File: src/design/cbor_ihe_pkg.sv
// Shared types and constants of the CBOR item head encoder.
// Used by every module of the block; depends on nothing.
`timescale 1ns / 1ps

package cbor_ihe_pkg;

	// Queue between front and back end.
	localparam int unsigned FIFO_DEPTH = 4;
	localparam int unsigned FIFO_AW    = $clog2(FIFO_DEPTH);
	localparam int unsigned FIFO_CW    = $clog2(FIFO_DEPTH + 1);

	// Configuration register indexes.
	localparam int unsigned CFG_IDX_W = 1;
	localparam logic [CFG_IDX_W-1:0] CFG_IDX_SIZE_ONLY = 1'b0;
	localparam logic [CFG_IDX_W-1:0] CFG_IDX_CAPACITY  = 1'b1;

	// Event kinds on the input stream.
	typedef enum logic [3:0] {
		KIND_UINT    = 4'd0,
		KIND_NEGINT  = 4'd1,
		KIND_BYTES   = 4'd2,
		KIND_TEXT    = 4'd3,
		KIND_ARRAY   = 4'd4,
		KIND_MAP     = 4'd5,
		KIND_TAG     = 4'd6,
		KIND_NULL    = 4'd7,
		KIND_FLOAT   = 4'd8,
		KIND_DOUBLE  = 4'd9,
		KIND_PAYLOAD = 4'd10
	} kind_t;

	// Major type bytes and fixed lead bytes.
	localparam logic [7:0] MAJOR_UINT   = 8'h00;
	localparam logic [7:0] MAJOR_NEGINT = 8'h20;
	localparam logic [7:0] MAJOR_BYTES  = 8'h40;
	localparam logic [7:0] MAJOR_TEXT   = 8'h60;
	localparam logic [7:0] MAJOR_ARRAY  = 8'h80;
	localparam logic [7:0] MAJOR_MAP    = 8'ha0;
	localparam logic [7:0] MAJOR_TAG    = 8'hc0;
	localparam logic [7:0] LEAD_NULL    = 8'hf6;
	localparam logic [7:0] LEAD_FLOAT   = 8'hfa;
	localparam logic [7:0] LEAD_DOUBLE  = 8'hfb;

	// Additional-information codes for the argument size.
	localparam logic [7:0] AI_IMM_LIMIT = 8'd24;
	localparam logic [7:0] AI_ARG1      = 8'd24;
	localparam logic [7:0] AI_ARG2      = 8'd25;
	localparam logic [7:0] AI_ARG4      = 8'd26;
	localparam logic [7:0] AI_ARG8      = 8'd27;

	// Configuration write request.
	typedef struct packed {
		logic                 we;
		logic [CFG_IDX_W-1:0] idx;
		logic [31:0]          data;
	} cfg_wr_t;

	// One classified item: the results it produces, ready to serialize.
	typedef struct packed {
		logic [7:0]  lead;       // first result byte
		logic [63:0] rest;       // following bytes, next one in the top byte
		logic [3:0]  nres;       // number of results, 1 to 9
		logic [3:0]  item_len;   // item_length field of every result
		logic        byte_valid;
		logic        status;
	} entry_t;

endpackage

File: src/design/cbor_item_head_encoder.sv
// Top level of the CBOR item head encoder: front end, item queue, back end.
// Depends on cbor_ihe_pkg, cbor_ihe_front, cbor_ihe_fifo and cbor_ihe_back.
//
//   channel   direction  handshake              payload
//   s_*       in         s_tvalid / s_tready    tuser kind, tdata values
//   m_*       out        m_tvalid / m_tready    tuser flags, tdata byte/len
//   cfg_*     in         cfg_we                 cfg_index, cfg_wdata
//
// The front end accepts one event per cycle while the four-entry queue has
// room; classification and the capacity check finish in the accept cycle.
// The back end sends one result per cycle from its output register while m_tready
// is high; an item of L encoded bytes gives L results (1 to 9), one in size-only mode or on failure.
// Reset clears the queue, the byte count, the failure flag and restores the
// register defaults. A stall on the output fills the queue, then drops s_tready.
`timescale 1ns / 1ps

module cbor_item_head_encoder (
	input  logic                                 clk,
	input  logic                                 arst_n,
	input  logic                                 cfg_we,
	input  logic [cbor_ihe_pkg::CFG_IDX_W-1:0]   cfg_index,
	input  logic [31:0]                          cfg_wdata,
	input  logic                                 s_tvalid,
	output logic                                 s_tready,
	input  logic [3:0]                           s_tuser,   // kind
	// unsigned_value, signed_value, float_bits, data_byte
	input  logic [199:0]                         s_tdata,
	output logic                                 m_tvalid,
	input  logic                                 m_tready,
	output logic                                 m_tlast,
	output logic [1:0]                           m_tuser,   // byte_valid, status
	output logic [15:0]                          m_tdata    // out_byte, item_length
);
	import cbor_ihe_pkg::*;

	cfg_wr_t cfg_wr;
	entry_t  push_entry;
	entry_t  head_entry;
	logic    push;
	logic    pop;
	logic    fifo_full;
	logic    fifo_valid;

	// Bundle the configuration write request.
	assign cfg_wr = '{we: cfg_we, idx: cfg_index, data: cfg_wdata};

	cbor_ihe_front u_front (
		.clk       (clk),
		.arst_n    (arst_n),
		.cfg       (cfg_wr),
		.s_tvalid  (s_tvalid),
		.s_tready  (s_tready),
		.s_tuser   (s_tuser),
		.s_tdata   (s_tdata),
		.fifo_full (fifo_full),
		.push      (push),
		.entry     (push_entry)
	);

	cbor_ihe_fifo u_fifo (
		.clk      (clk),
		.arst_n   (arst_n),
		.push     (push),
		.wr_entry (push_entry),
		.full     (fifo_full),
		.pop      (pop),
		.valid    (fifo_valid),
		.rd_entry (head_entry)
	);

	cbor_ihe_back u_back (
		.clk        (clk),
		.arst_n     (arst_n),
		.fifo_valid (fifo_valid),
		.fifo_entry (head_entry),
		.pop        (pop),
		.m_tvalid   (m_tvalid),
		.m_tready   (m_tready),
		.m_tlast    (m_tlast),
		.m_tuser    (m_tuser),
		.m_tdata    (m_tdata)
	);

endmodule

File: src/design/cbor_ihe_front.sv
// Front end of the CBOR item head encoder: accepts events, builds the head,
// checks the buffer capacity and holds the configuration. Uses cbor_ihe_pkg.
`timescale 1ns / 1ps

module cbor_ihe_front (
	input  logic                  clk,
	input  logic                  arst_n,
	input  cbor_ihe_pkg::cfg_wr_t cfg,
	input  logic                  s_tvalid,
	output logic                  s_tready,
	input  logic [3:0]            s_tuser,
	input  logic [199:0]          s_tdata,
	input  logic                  fifo_full,
	output logic                  push,
	output cbor_ihe_pkg::entry_t  entry
);
	import cbor_ihe_pkg::*;

	logic        size_only_q;
	logic [31:0] capacity_q;
	logic [31:0] bytes_used_q;
	logic        failed_q;

	logic [63:0] uval;
	logic [63:0] sval;
	logic [63:0] fbits;
	logic [7:0]  dbyte;
	logic [63:0] head_v;
	logic [7:0]  major;
	logic [7:0]  h_lead;
	logic [63:0] h_rest;
	logic [3:0]  h_n;
	logic [7:0]  lead;
	logic [63:0] rest;
	logic [3:0]  n;
	logic        known;
	logic        use_head;
	logic [32:0] sum;
	logic        no_room;
	logic        accept;

	assign uval  = s_tdata[63:0];
	assign sval  = s_tdata[127:64];
	assign fbits = s_tdata[191:128];
	assign dbyte = s_tdata[199:192];

	assign s_tready = !fifo_full;
	assign accept   = s_tvalid && s_tready;
	assign push     = accept && known;

	// Head argument: a negative integer is encoded by its complement.
	assign head_v = (s_tuser == KIND_NEGINT) ? ~sval : uval;

	// Shortest head for the argument.
	always_comb begin
		if (head_v < {56'b0, AI_IMM_LIMIT}) begin
			h_lead = major | {3'b0, head_v[4:0]};
			h_rest = '0;
			h_n    = 4'd1;
		end else if (head_v[63:8] == '0) begin
			h_lead = major | AI_ARG1;
			h_rest = {head_v[7:0], 56'b0};
			h_n    = 4'd2;
		end else if (head_v[63:16] == '0) begin
			h_lead = major | AI_ARG2;
			h_rest = {head_v[15:0], 48'b0};
			h_n    = 4'd3;
		end else if (head_v[63:32] == '0) begin
			h_lead = major | AI_ARG4;
			h_rest = {head_v[31:0], 32'b0};
			h_n    = 4'd5;
		end else begin
			h_lead = major | AI_ARG8;
			h_rest = head_v;
			h_n    = 4'd9;
		end
	end

	// Classify the event by kind.
	always_comb begin
		known    = 1'b1;
		use_head = 1'b0;
		major    = MAJOR_UINT;
		lead     = '0;
		rest     = '0;
		n        = 4'd1;
		unique case (s_tuser)
			KIND_UINT: begin
				use_head = 1'b1;
				major    = MAJOR_UINT;
			end
			KIND_NEGINT: begin
				use_head = 1'b1;
				major    = MAJOR_NEGINT;
			end
			KIND_BYTES: begin
				use_head = 1'b1;
				major    = MAJOR_BYTES;
			end
			KIND_TEXT: begin
				use_head = 1'b1;
				major    = MAJOR_TEXT;
			end
			KIND_ARRAY: begin
				use_head = 1'b1;
				major    = MAJOR_ARRAY;
			end
			KIND_MAP: begin
				use_head = 1'b1;
				major    = MAJOR_MAP;
			end
			KIND_TAG: begin
				use_head = 1'b1;
				major    = MAJOR_TAG;
			end
			KIND_NULL: begin
				lead = LEAD_NULL;
			end
			KIND_FLOAT: begin
				lead = LEAD_FLOAT;
				rest = {fbits[31:0], 32'b0};
				n    = 4'd5;
			end
			KIND_DOUBLE: begin
				lead = LEAD_DOUBLE;
				rest = fbits;
				n    = 4'd9;
			end
			KIND_PAYLOAD: begin
				lead = dbyte;
			end
			default: begin
				known = 1'b0;
			end
		endcase
		if (use_head) begin
			lead = h_lead;
			rest = h_rest;
			n    = h_n;
		end
	end

	// Capacity check against the running byte count.
	assign sum     = {1'b0, bytes_used_q} + {29'b0, n};
	assign no_room = failed_q || (sum > {1'b0, capacity_q});

	// Entry handed to the back end.
	always_comb begin
		entry.lead       = lead;
		entry.rest       = rest;
		entry.nres       = n;
		entry.item_len   = n;
		entry.byte_valid = 1'b1;
		entry.status     = 1'b0;
		if (size_only_q) begin
			entry.lead       = '0;
			entry.nres       = 4'd1;
			entry.byte_valid = 1'b0;
		end else if (no_room) begin
			entry.lead       = '0;
			entry.nres       = 4'd1;
			entry.item_len   = '0;
			entry.byte_valid = 1'b0;
			entry.status     = 1'b1;
		end
	end

	// Configuration and buffer accounting.
	always_ff @(posedge clk or negedge arst_n) begin
		if (!arst_n) begin
			size_only_q  <= 1'b0;
			capacity_q   <= 32'hffff_ffff;
			bytes_used_q <= '0;
			failed_q     <= 1'b0;
		end else if (cfg.we) begin
			unique case (cfg.idx)
				CFG_IDX_SIZE_ONLY: begin
					size_only_q <= cfg.data[0];
				end
				CFG_IDX_CAPACITY: begin
					capacity_q   <= cfg.data;
					bytes_used_q <= '0;
					failed_q     <= 1'b0;
				end
				default: begin
				end
			endcase
		end else if (push && !size_only_q) begin
			if (no_room) begin
				failed_q <= 1'b1;
			end else begin
				bytes_used_q <= sum[31:0];
			end
		end
	end

endmodule

File: src/design/cbor_ihe_fifo.sv
// Short queue of classified items between front and back end.
// Uses entry_t and the depth constants of cbor_ihe_pkg.
`timescale 1ns / 1ps

module cbor_ihe_fifo (
	input  logic                 clk,
	input  logic                 arst_n,
	input  logic                 push,
	input  cbor_ihe_pkg::entry_t wr_entry,
	output logic                 full,
	input  logic                 pop,
	output logic                 valid,
	output cbor_ihe_pkg::entry_t rd_entry
);
	import cbor_ihe_pkg::*;

	entry_t               mem_q [FIFO_DEPTH];
	logic [FIFO_AW-1:0]   wr_ptr_q;
	logic [FIFO_AW-1:0]   rd_ptr_q;
	logic [FIFO_CW-1:0]   count_q;

	assign full     = (count_q == FIFO_CW'(FIFO_DEPTH));
	assign valid    = (count_q != '0);
	assign rd_entry = mem_q[rd_ptr_q];

	// Entry storage needs no reset.
	always_ff @(posedge clk) begin
		if (push) begin
			mem_q[wr_ptr_q] <= wr_entry;
		end
	end

	// Pointers and fill count.
	always_ff @(posedge clk or negedge arst_n) begin
		if (!arst_n) begin
			wr_ptr_q <= '0;
			rd_ptr_q <= '0;
			count_q  <= '0;
		end else begin
			if (push) begin
				wr_ptr_q <= wr_ptr_q + 1'b1;
			end
			if (pop) begin
				rd_ptr_q <= rd_ptr_q + 1'b1;
			end
			unique case ({push, pop})
				2'b10:   count_q <= count_q + 1'b1;
				2'b01:   count_q <= count_q - 1'b1;
				default: count_q <= count_q;
			endcase
		end
	end

endmodule

File: src/design/cbor_ihe_back.sv
// Back end of the CBOR item head encoder: takes items from the queue and
// sends their results, one per cycle while m_tready is high, from an output register. Uses cbor_ihe_pkg.
`timescale 1ns / 1ps

module cbor_ihe_back (
	input  logic                 clk,
	input  logic                 arst_n,
	input  logic                 fifo_valid,
	input  cbor_ihe_pkg::entry_t fifo_entry,
	output logic                 pop,
	output logic                 m_tvalid,
	input  logic                 m_tready,
	output logic                 m_tlast,
	output logic [1:0]           m_tuser,   // byte_valid, status
	output logic [15:0]          m_tdata    // out_byte, item_length, zero fill
);
	import cbor_ihe_pkg::*;

	logic        valid_q;
	logic [3:0]  left_q;
	logic [7:0]  byte_q;
	logic [63:0] rest_q;
	logic [3:0]  len_q;
	logic        bv_q;
	logic        st_q;
	logic        is_last;
	logic        load;
	logic        advance;

	assign is_last = (left_q == 4'd1);
	assign load    = !valid_q || (m_tready && is_last);
	assign advance = valid_q && m_tready && !is_last;
	assign pop     = load && fifo_valid;

	assign m_tvalid = valid_q;
	assign m_tlast  = is_last;
	assign m_tuser  = {st_q, bv_q};
	assign m_tdata  = {4'b0, len_q, byte_q};

	// Output register control.
	always_ff @(posedge clk or negedge arst_n) begin
		if (!arst_n) begin
			valid_q <= 1'b0;
			left_q  <= 4'd1;
		end else if (load) begin
			valid_q <= fifo_valid;
			left_q  <= fifo_entry.nres;
		end else if (advance) begin
			left_q <= left_q - 4'd1;
		end
	end

	// Result payload: load a new item or shift out its next byte.
	always_ff @(posedge clk) begin
		if (pop) begin
			byte_q <= fifo_entry.lead;
			rest_q <= fifo_entry.rest;
			len_q  <= fifo_entry.item_len;
			bv_q   <= fifo_entry.byte_valid;
			st_q   <= fifo_entry.status;
		end else if (advance) begin
			byte_q <= rest_q[63:56];
			rest_q <= {rest_q[55:0], 8'b0};
		end
	end

	// A result without a byte is always the only result of its item.
	a_nobyte_single: assert property (@(posedge clk) disable iff (!arst_n)
		(m_tvalid && !m_tuser[0]) |-> m_tlast)
		else $error("result without a byte is not last");

	// A failure result carries no length and no byte.
	a_fail_shape: assert property (@(posedge clk) disable iff (!arst_n)
		(m_tvalid && m_tuser[1]) |-> (m_tdata[11:8] == 4'd0 && !m_tuser[0]))
		else $error("failure result has length or byte");

	// Emitted bytes carry a nonzero item length, never above nine.
	a_byte_len: assert property (@(posedge clk) disable iff (!arst_n)
		(m_tvalid && m_tuser[0]) |-> (m_tdata[11:8] != 4'd0 && m_tdata[11:8] <= 4'd9))
		else $error("emitted byte with bad item length");

	// A stalled multi-byte item keeps its remaining count.
	a_hold_left: assert property (@(posedge clk) disable iff (!arst_n)
		(m_tvalid && !m_tready) |=> $stable(left_q))
		else $error("remaining count moved under stall");

endmodule
File: config.mk
export PLATFORM = sky130hd
export DESIGN_NAME = cbor_item_head_encoder
export DESIGN_NICKNAME = d
export VERILOG_FILES = /design/src/design/cbor_ihe_pkg.sv /design/src/design/cbor_item_head_encoder.sv /design/src/design/cbor_ihe_front.sv /design/src/design/cbor_ihe_fifo.sv /design/src/design/cbor_ihe_back.sv
export SDC_FILE = /design/constraint.sdc
export NUM_CORES = 1
export LEC_CHECK = 0
export CAP_MARGIN = 20
export CORE_ASPECT_RATIO = 1.2
export CORE_MARGIN = 5
export CORE_UTILIZATION = 45
export DETAILED_ROUTE_END_ITERATION = 10
export DONT_BUFFER_PORTS = 1
export HOLD_SLACK_MARGIN = 0.1
export PLACE_DENSITY_LB_ADDON = 0.25
export SYNTH_ARGS = -nofsm -noshare
export SYNTH_HDL_FRONTEND = slang
export SYNTH_SLANG_ARGS = --single-unit
File: constraint.sdc
create_clock -name clk -period 5.6 [get_ports clk]
set_input_delay 0.56 -clock clk [delete_from_list [all_inputs] [get_ports clk]]
set_output_delay 0.56 -clock clk [all_outputs]
set_load 0.005 [all_outputs]
==> impl_metrics.toml, run 1 <==
[route]
wl_um = 67750
drc = 0
wl_per_cell_um = 28.11
num_vias = 14947
vias_per_cell = 6.202
ant_nets = 0
firstDrtPassIters = 6
drt_iter0_markers = 1469

[logic_synthesis]
async_flop_share_pct = 16.12
synth_area_sq_mm = 0.02289
yosys-top-cells-count = "edfxtp_1 (406), nand2_1 (116), o21ai_0 (100)"
synth-xor-area-share_pct = 1.339
synth_top_family_by_area = "multiplexers"
yosys.area.top_type = "edfxtp_1"
yosysWarningCount = 0
ys.flop_type = "edfxtp_1"
synth_simple_gate_area_share_pct = 7.871
yosys.area.top_type_share_pct = 53.26
syn_inst = 1616
synth_fa_ha_area_share_pct = 2.580
synth.most_common_cell = "edfxtp_1"
ys_ff_latch = 484
ys_seq_area_share_pct = 61.97
synth-compound-area-share_pct = 10.44
synth.area.mux_share_pct = 12.96
synthTopCellsByArea = "edfxtp_1 (53%), mux4_2 (8.1%), dfrtp_1 (4.9%)"
synth_edf_count = 406
postSynthAreaPerCell_sq_um = 14.16
synthDistinctLibCells = 74

[layout]
drive_above_1_share_pct = 27.54
design_area_sq_mm = 0.02670
syn_to_final_growth_pct = 16.66
nFillCells = 4156
nets = 2010
final_cells = 2410

[cts]
cts.htree.levels = 2
cts.sinks = 484
clock_path_buffers = 3
clock_latency_ps = 600
cts_root_buf = "clkbuf_16"
clkSlewWorstSetupHoldPaths_ps = 60
cts_buffers = 49
cts_tree = "done"

[die]
pin_count = 263
initial_core_util_pct = 45.47
core.rowCount = 90
fp.dieH_um = 257.1
coreArea_sq_mm = 0.05034
die-area_sq_mm = 0.05550
die_w_um = 215.9

[setup_path]
slowest_delay_ps = 460
critPathLaunchType = "input port"
path_max_fanout = 8
required_ps = 6070
crit_arrival_ps = 5880
path_buf_inv = 5
cp-end-kind = "flip-flop"
crit_path_top_delay_cell = "nor4_4"
crit_type = "input port to flip-flop"
cp_top_family = "simple AND/OR/NAND/NOR gates"

[sta]
worst_clock_skew_ps = 23.86
final_hold_viol_count = 0
worst_slew_pin_slew_ps = 941.4
period_share_pct = 96.47
drv_slew = 0
clock.fmax_ghz = 0.1851
setup_viol = 0
slew_headroom_pct = 36.58
post-route-min-period_ps = 5402

[power_and_ir_drop]
ir_worst_vdd_v = 0.0002488
powerDensity_mw_per_mm2 = 384.7
p_leak_uw = 0.009732
total_power_uw = 10270

[global_route]
grt_usage_pct = 23.67
grt_pass1_vias = 15146
grt_pass1_wl_um = 98410
globalRouteOverflowTotal = 0
grt_max_degree = 79
antenna_found_initial = 10

[placed_design]
dp_hpwl_um = 47600
io_buffers = 0
post_dp_cell_area_sq_mm = 0.02429
gp_congestion = 0.9339
dp.cells = 2272

[min_path]
hp-class = "input port to flip-flop"

[status]
outcome = "finished clean"

[job]
maxCapViolCount = 0
-- placed cells by master (no fill, tap or decap), drive strengths merged, types with 9 or more instances in the layout --
master	n
a211o	9
a211oi	19
a21o	13
a21oi	44
a221o	14
a22o	27
a22oi	19
a31oi	22
and2	16
and3	14
buf	121
clkbuf	65
clkinv	15
dfrtp	45
dfstp	33
dlygate4sd3	32
edfxtp	406
ha	44
inv	53
mux2	97
mux4	82
nand2	118
nand3	50
nand4	23
nor2	67
nor3	28
nor4	20
o211ai	15
o21ai	112
o31ai	10
xnor2	20
xor2	15
-- where the power goes --
part           switching (uW)  internal [uW]  leakage, uW
clock network            1390           2010     0.000806
registers                 273           4550      0.00474
logic                    1070            992      0.00418
-- state kept, by name, summed over array words and instances (netlist names) --
name,flops
u_back.st_q,1
u_fifo.count_q,3
u_back.byte_q,8
u_back.rest_q,64
u_fifo.mem_q,328
u_front.size_only_q,1
u_front.capacity_q,32
u_fifo.wr_ptr_q,2
u_back.len_q,4
u_front.bytes_used_q,32
u_front.failed_q,1
u_fifo.rd_ptr_q,2
u_back.left_q,4
u_back.m_tvalid,1
u_back.bv_q,1
-- final cells by class --
type | instances | area [sq um] | share of cell area, %
timing repair buffer | 155 | 1379 | 5.164
inverter | 52 | 195.2 | 0.7310
clock buffer | 63 | 1329 | 4.976
clock inverter | 27 | 350.3 | 1.312
sequential | 484 | 14190 | 53.15
antenna | 5 | 12.51 | 0.04686
tap | 644 | 805.8 | 3.018
multi-input combinational | 980 | 8439 | 31.60
-- final timing paths --
kind	end	cells past startpoint	start	slack, ps
min in group asynchronous	u_front.bytes_used_q[27]	2	arst_n	570
max in group asynchronous	u_front.capacity_q[6]	2	arst_n	4670
worst max-delay path	u_front.bytes_used_q[25]	29	s_tdata[39]	200
worst max register to register	u_front.bytes_used_q[25]	18	u_front.bytes_used_q[7]	1270
worst min register to register	u_fifo.count_q[2]	1	u_fifo.count_q[2]	510
worst min-delay path	u_front.capacity_q[5]	1	cfg_wdata[5]	130
-- through the flow --
| step | setup TNS, ps | setup WS, ps | hold slack [ps] | utilization, % |
|---|---|---|---|---|
| final | 0 | 197.7 | 128.6 | 53.05 |
| after floorplan | -2168 | -60.70 | 264.4 | - |
| after CTS | 0 | 23.15 | 100.3 | 52.42 |
| after global placement | -92500 | -966.5 | 268.3 | 48.25 |
| after detailed placement | -99800 | -1034 | 268.1 | 48.25 |
| after global routing | -96.14 | -19.85 | 102.0 | 53.03 |
-- repair_timing --
action	4_1_cts	5_1_grt
endpoints found under the hold margin	107	2
pin swaps	6	31
gates resized for setup	15	36
setup endpoints to repair	104	104
setup buffers	3	4
hold buffers	31	2
gates cloned	0	2
-- layer usage --
| layer | wire, um | track usage, % | up-vias |
|---|---|---|---|
| li1 | - | - | 6573 |
| met1 | 24290 | 27.97 | 7523 |
| met2 | 33510 | 39.83 | 668 |
| met3 | 6542 | 7.771 | 167 |
| met4 | 3298 | 10.07 | 16 |
| met5 | 104 | 0 | - |
-- worst reg2reg max path: stages (launching register included) --
cell and delay (ps):
dfrtp_1 480, nand4_1 250, nor3_4 450, nand4_1 170, nor3_1 170, buf_4 150, nand3_1 90, xnor2_1 170
ha_1 230, a2111oi_4 380, o21ai_2 130, a221oi_2 250, o211ai_1 150, o211ai_2 290, buf_6 160, nand2_8 70
buf_12 170, o211a_1 200, a211o_1 260
-- cell families after synthesis --
kind of cell / Yosys count
AOI/OAI and AO/OA: 350
xor gates and xnor gates: 35
adders and majority gates: 46
buffers and inverters: 155
DFF: 484
muxes: 180
other: 1
and+or+nand+nor: 365
(Power assumes the default switching activity.)
==> inputs of run 2 (changes only) <==
--- a/config.mk
+++ b/config.mk
@@ -6,8 +6,7 @@
 export NUM_CORES = 1
 export LEC_CHECK = 0
 export CAP_MARGIN = 20
-export CORE_ASPECT_RATIO = 1.2
-export CORE_MARGIN = 5
+export CORE_MARGIN = 8
 export CORE_UTILIZATION = 45
 export DETAILED_ROUTE_END_ITERATION = 10
 export DONT_BUFFER_PORTS = 1
==> run 2 against run 1 <==
Net effect: fmax up 1.0%; sequential share of layout area increased by 0.16 points; total power is 0.18% higher; via count grew 2.1%; routed wire length grew 3.1%; combinational power about the same; worst hold slack gained 27 ps; sequential power rose by 1%; register-to-register slack lost 90 ps; clock skew up 6.2 ps; global-route usage is 0.56 points lower; flip-flop and latch count unchanged; critical endpoint is now u_front.bytes_used_q[23].
==> impl_metrics.toml, run 2 (same netlist as run 1, synthesis figures left out) <==
[global_route]
grt_pass1_vias = 15166
grt_usage_pct = 23.10
grt_max_degree = 79
globalRouteOverflowTotal = 0
antenna_found_initial = 8
grt_pass1_wl_um = 101800

[cts]
cts_root_buf = "clkbuf_16"
clock_path_buffers = 3
cts.htree.levels = 2
cts.sinks = 484
clkSlewWorstSetupHoldPaths_ps = 60
cts_buffers = 50
cts_tree = "done"
clock_latency_ps = 610

[setup_path]
slowest_delay_ps = 490
r2r_start = "u_front.bytes_used_q[7]"
cp_top_family = "simple AND/OR/NAND/NOR gates"
crit_type = "input port to flip-flop"
critPathLaunchType = "input port"
crit_path_top_delay_cell = "or4_4"
path_buf_inv = 4
cp-end-kind = "flip-flop"
crit_start = "s_tdata[19]"
required_ps = 6130
crit_arrival_ps = 5880
path_max_fanout = 6

[layout]
postLayoutCoreUtil_pct = 53.07
largest_reg_flops = 328
drive_above_1_share_pct = 26.86
final_cells = 2438
mostFrequentLayoutCell = "edfxtp_1"
top_register = "u_fifo.mem_q"
syn_to_final_growth_pct = 16.32
top_regs = "u_fifo.mem_q x328, u_back.rest_q x64"
nets = 2013
final_cell_mix = "edfxtp_1 (406), nand2_1 (112), buf_4 (110)"

[route]
wl_um = 69840
firstDrtPassIters = 6
wl_per_cell_um = 28.64
num_vias = 15259
drt_iter0_markers = 1637
ant_nets = 0
vias_per_cell = 6.259
drc = 0

[min_path]
hp-class = "input port to flip-flop"
hold_start = "cfg_we"

[placed_design]
place_ws_ps = -580.2
dp.cells = 2302
io_buffers = 0
gp_congestion = 0.9022
dp_hpwl_um = 49530

[sta]
drv_slew = 0
post-route-min-period_ps = 5347
worst_clock_skew_ps = 30.01
clock.fmax_ghz = 0.1870
worst_slew_pin_slew_ps = 1051
period_share_pct = 95.48
slew_headroom_pct = 29.70
fin_ws_ps = 253.3
final_hold_viol_count = 0
rsz0062_at_grt = "true"
setup_viol = 0

[status]
outcome = "finished clean"

[die]
initial_core_util_pct = 45.62
pin_count = 263
coreArea_sq_mm = 0.05017
die_w_um = 241.5
die-area_sq_mm = 0.05834
core.rowCount = 82
fp.dieH_um = 241.5

[power_and_ir_drop]
p_leak_uw = 0.009716
powerDensity_mw_per_mm2 = 386.5
ir_worst_vdd_v = 0.0003064
total_power_uw = 10290

[job]
maxCapViolCount = 0
==> run 2: power breakdown <==
part,switching (uW),internal (uW),leakage [uW]
sequential,330,4540,0.00474
clock,1410,1950,0.000794
combinational,1070,979,0.00418
==> run 2: stage by stage <==
step	area [sq um]	hold slack (ps)	setup TNS (ps)
after global routing	26610	156.9	-568.9
after global placement	24350	268.4	-26850
after floorplan	23040	264.4	-2168
after detailed placement	24350	269.2	-44860
final	26620	156.0	0
after CTS	26390	124.3	0
==> run 2: metal layers <==
metal,part of all wire (%),track usage (%),vias up
met4,2.9,6.834,2
met2,45,35.47,827
met5,0.019,0,-
met1,41,31.69,7700
li1,-,-,6586
met3,11,6.691,144
==> run 2: final timing paths <==
check | end | slack (ps) | depth (start not counted)
min in group asynchronous | u_front.bytes_used_q[18] | 540 | 2
min reg2reg | u_fifo.count_q[2] | 510 | 1
min | u_front.bytes_used_q[11] | 160 | 2
max in group asynchronous | u_back.left_q[0] | 4690 | 2
max reg2reg | u_front.bytes_used_q[23] | 1180 | 17
max | u_front.bytes_used_q[23] | 250 | 27
==> run 2: cell type report <==
class / instances / area (sq um)
Fill cell: 4106 / 23550
Sequential cell: 484 / 14190
Multi-Input combinational cell: 980 / 8383
Timing Repair Buffer: 157 / 1360
Clock buffer: 63 / 1320
Tap cell: 672 / 840.8
Clock inverter: 25 / 320.3
Inverter: 52 / 195.2
Antenna cell: 5 / 12.51
==> run 2: timing repair <==
action                                 4_1_cts  5_1_grt
hold buffers                                38        0
setup endpoints to repair                    0      104
buffers inserted                             0        5
endpoints found under the hold margin      113        0
resized for setup                            0       39
==> inputs of run 3 (changes only) <==
--- a/config.mk
+++ b/config.mk
@@ -6,8 +6,10 @@
 export NUM_CORES = 1
 export LEC_CHECK = 0
 export CAP_MARGIN = 20
+export CELL_PAD_IN_SITES_DETAIL_PLACEMENT = 1
+export CELL_PAD_IN_SITES_GLOBAL_PLACEMENT = 1
 export CORE_MARGIN = 8
-export CORE_UTILIZATION = 45
+export CORE_UTILIZATION = 35
 export DETAILED_ROUTE_END_ITERATION = 10
 export DONT_BUFFER_PORTS = 1
 export HOLD_SLACK_MARGIN = 0.1
==> run 3 against run 2 <==
Net effect: the run now ends with setup timing left; clock power fell by 1%; non-clock buffer count rose by 22; global-route usage fell by 3.8 points; sequential share of layout area fell by 1.2 points; die area rose by 27%; sequential power barely moved; worst hold slack got worse by 26 ps; first-iteration DRC count fell by 32%; cell area rose by 2.4%; clock-buffer cell count fell by 4; register-to-register slack got worse by 80 ps.
==> impl_metrics.toml, run 3 (same netlist as run 1, synthesis figures left out) <==
[global_route]
grt_pass1_wl_um = 107800
antenna_found_initial = 6
grt_max_degree = 79
grt_pass1_vias = 15710
globalRouteOverflowTotal = 0
grt_usage_pct = 19.29

[placed_design]
io_buffers = 0
dp_hpwl_um = 53560
gp_congestion = 0.9611
post_dp_cell_area_sq_mm = 0.02469
dp.cells = 2499

[sta]
drv_slew = 0
slew_headroom_pct = 22.62
worst_slew_pin_slew_ps = 1149
final_hold_viol_count = 0
period_share_pct = 100.5
setup_viol = 11
rsz0062_at_grt = "true"
clock.fmax_ghz = 0.1777
post-route-min-period_ps = 5628
fin_ws_ps = -27.65
worst_clock_skew_ps = 13.80

[cts]
cts_tree = "done"
cts.htree.levels = 2
clock_path_buffers = 3
clock_latency_ps = 590
cts.sinks = 484
clkSlewWorstSetupHoldPaths_ps = 60
cts_root_buf = "clkbuf_16"
cts_buffers = 49

[power_and_ir_drop]
p_leak_uw = 0.009901
powerDensity_mw_per_mm2 = 375.9
p_comb_share_pct = 19.9
ir_worst_vdd_v = 0.0002289
swShare_pct = 27.30
clkPwrFrac_pct = 32.3
p_seq_share_pct = 47.8
p_switching_uw = 2798
internal_power_uw = 7450

[route]
ant_nets = 0
wl_um = 74210
drc = 0
firstDrtPassIters = 7
drt_iter0_markers = 1121
wl_per_cell_um = 28.08
vias_per_cell = 5.750
num_vias = 15196

[setup_path]
path_max_fanout = 6
cp-end-kind = "flip-flop"
required_ps = 6060
crit_arrival_ps = 6080
critPathLaunchType = "input port"
crit_path_top_delay_cell = "nor4_4"
slowest_delay_ps = 470
crit_type = "input port to flip-flop"

[min_path]
hp-class = "input port to flip-flop"

[layout]
drive_above_1_share_pct = 29.88
top_register = "u_fifo.mem_q"
top_regs = "u_fifo.mem_q x328, u_back.rest_q x64"
nets = 2034
largest_reg_flops = 328
nFillCells = 6551
mostFrequentLayoutCell = "edfxtp_1"
regArea_sq_mm = 0.01419
postLayoutCoreUtil_pct = 42.21
syn_to_final_growth_pct = 19.10
design_area_sq_mm = 0.02726
final_cells = 2643
multi_input_area_sq_mm = 0.008615
final_cell_mix = "edfxtp_1 (406), buf_4 (130), nand2_1 (112)"

[status]
failed_checks = "setup timing"
outcome = "finished with violations"

[die]
coreArea_sq_mm = 0.06458
die_w_um = 271.7
die-area_sq_mm = 0.07384
fp.dieH_um = 271.7
pin_count = 263
initial_core_util_pct = 35.44
core.rowCount = 93

[job]
maxCapViolCount = 0
[run 3: worst paths after layout]
| kind | from | endpoint | slack [ps] | cells after the start |
|---|---|---|---|---|
| max | s_tdata[32] | u_front.bytes_used_q[15] | -30 | 30 |
| max reg2reg | u_front.bytes_used_q[7] | u_front.bytes_used_q[15] | 1100 | 17 |
| max in group asynchronous | arst_n | u_back.left_q[0] | 4650 | 2 |
| min | cfg_wdata[9] | u_front.capacity_q[9] | 130 | 1 |
| min reg2reg | u_fifo.count_q[2] | u_fifo.count_q[2] | 500 | 1 |
| min in group asynchronous | arst_n | u_front.bytes_used_q[25] | 600 | 2 |
[run 3: worst max-delay path: cells and delay by family]
| family | cells | cell delay (ps) |
|---|---|---|
| and+or+nand+nor | 15 | 2990 |
| AOI/OAI and AO/OA | 6 | 950 |
| buffers and inverters | 6 | 930 |
| adders and majority gates | 2 | 510 |
| xor gates and xnor gates | 1 | 140 |
[run 3: area by class of cell]
| cell class | count | area share [%] |
|---|---|---|
| sequential | 484 | 52.06 |
| multi-input combinational | 980 | 31.60 |
| timing repair buffer | 179 | 5.714 |
| clock buffer | 59 | 4.635 |
| tap | 855 | 3.924 |
| clock inverter | 30 | 1.317 |
| inverter | 52 | 0.7160 |
| antenna | 4 | 0.03672 |
[run 3: layer usage]
metal  track usage, %  vias up  part of all wire (%)
li1                 -     6620                     -
met1            26.07     7869                    43
met2            30.50      587                    46
met3            4.123      120                   6.9
met4            7.021        0                   3.8
met5                0        -                     0
[run 3: what timing repair did]
action / in CTS / in global routing
resized for setup: 11 / 88
buffers inserted: 0 / 18
hold buffers: 32 / 0
endpoints found under the hold margin: 108 / 0
endpoints found under the setup margin: 104 / 92
pin swaps: 4 / 27
gates cloned: 0 / 0
[run 3: stage by stage]
stage / hold WS (ps) / power (uW) / TNS, ps / setup slack (ps)
final: 129.6 / 10250 / -148.9 / -27.65
after global placement: 268.3 / 6938 / -94330 / -1035
after global routing: 102.1 / 10670 / -4508 / -143.1
after detailed placement: 268.5 / 7012 / -97410 / -1102
after CTS: 100.7 / 10380 / 0 / 10.71
after floorplan: 264.4 / 6268 / -2168 / -60.70
[run 3: power groups by stage]
stage / sequential, uW / clock [uW] / combinational, uW
after floorplan: 4730 / 0 / 1530
after CTS: 4920 / 3390 / 2070
after global routing: 4960 / 3510 / 2200
final: 4890 / 3310 / 2040
after global placement: 4950 / 0 / 1990
after detailed placement: 4990 / 0 / 2030
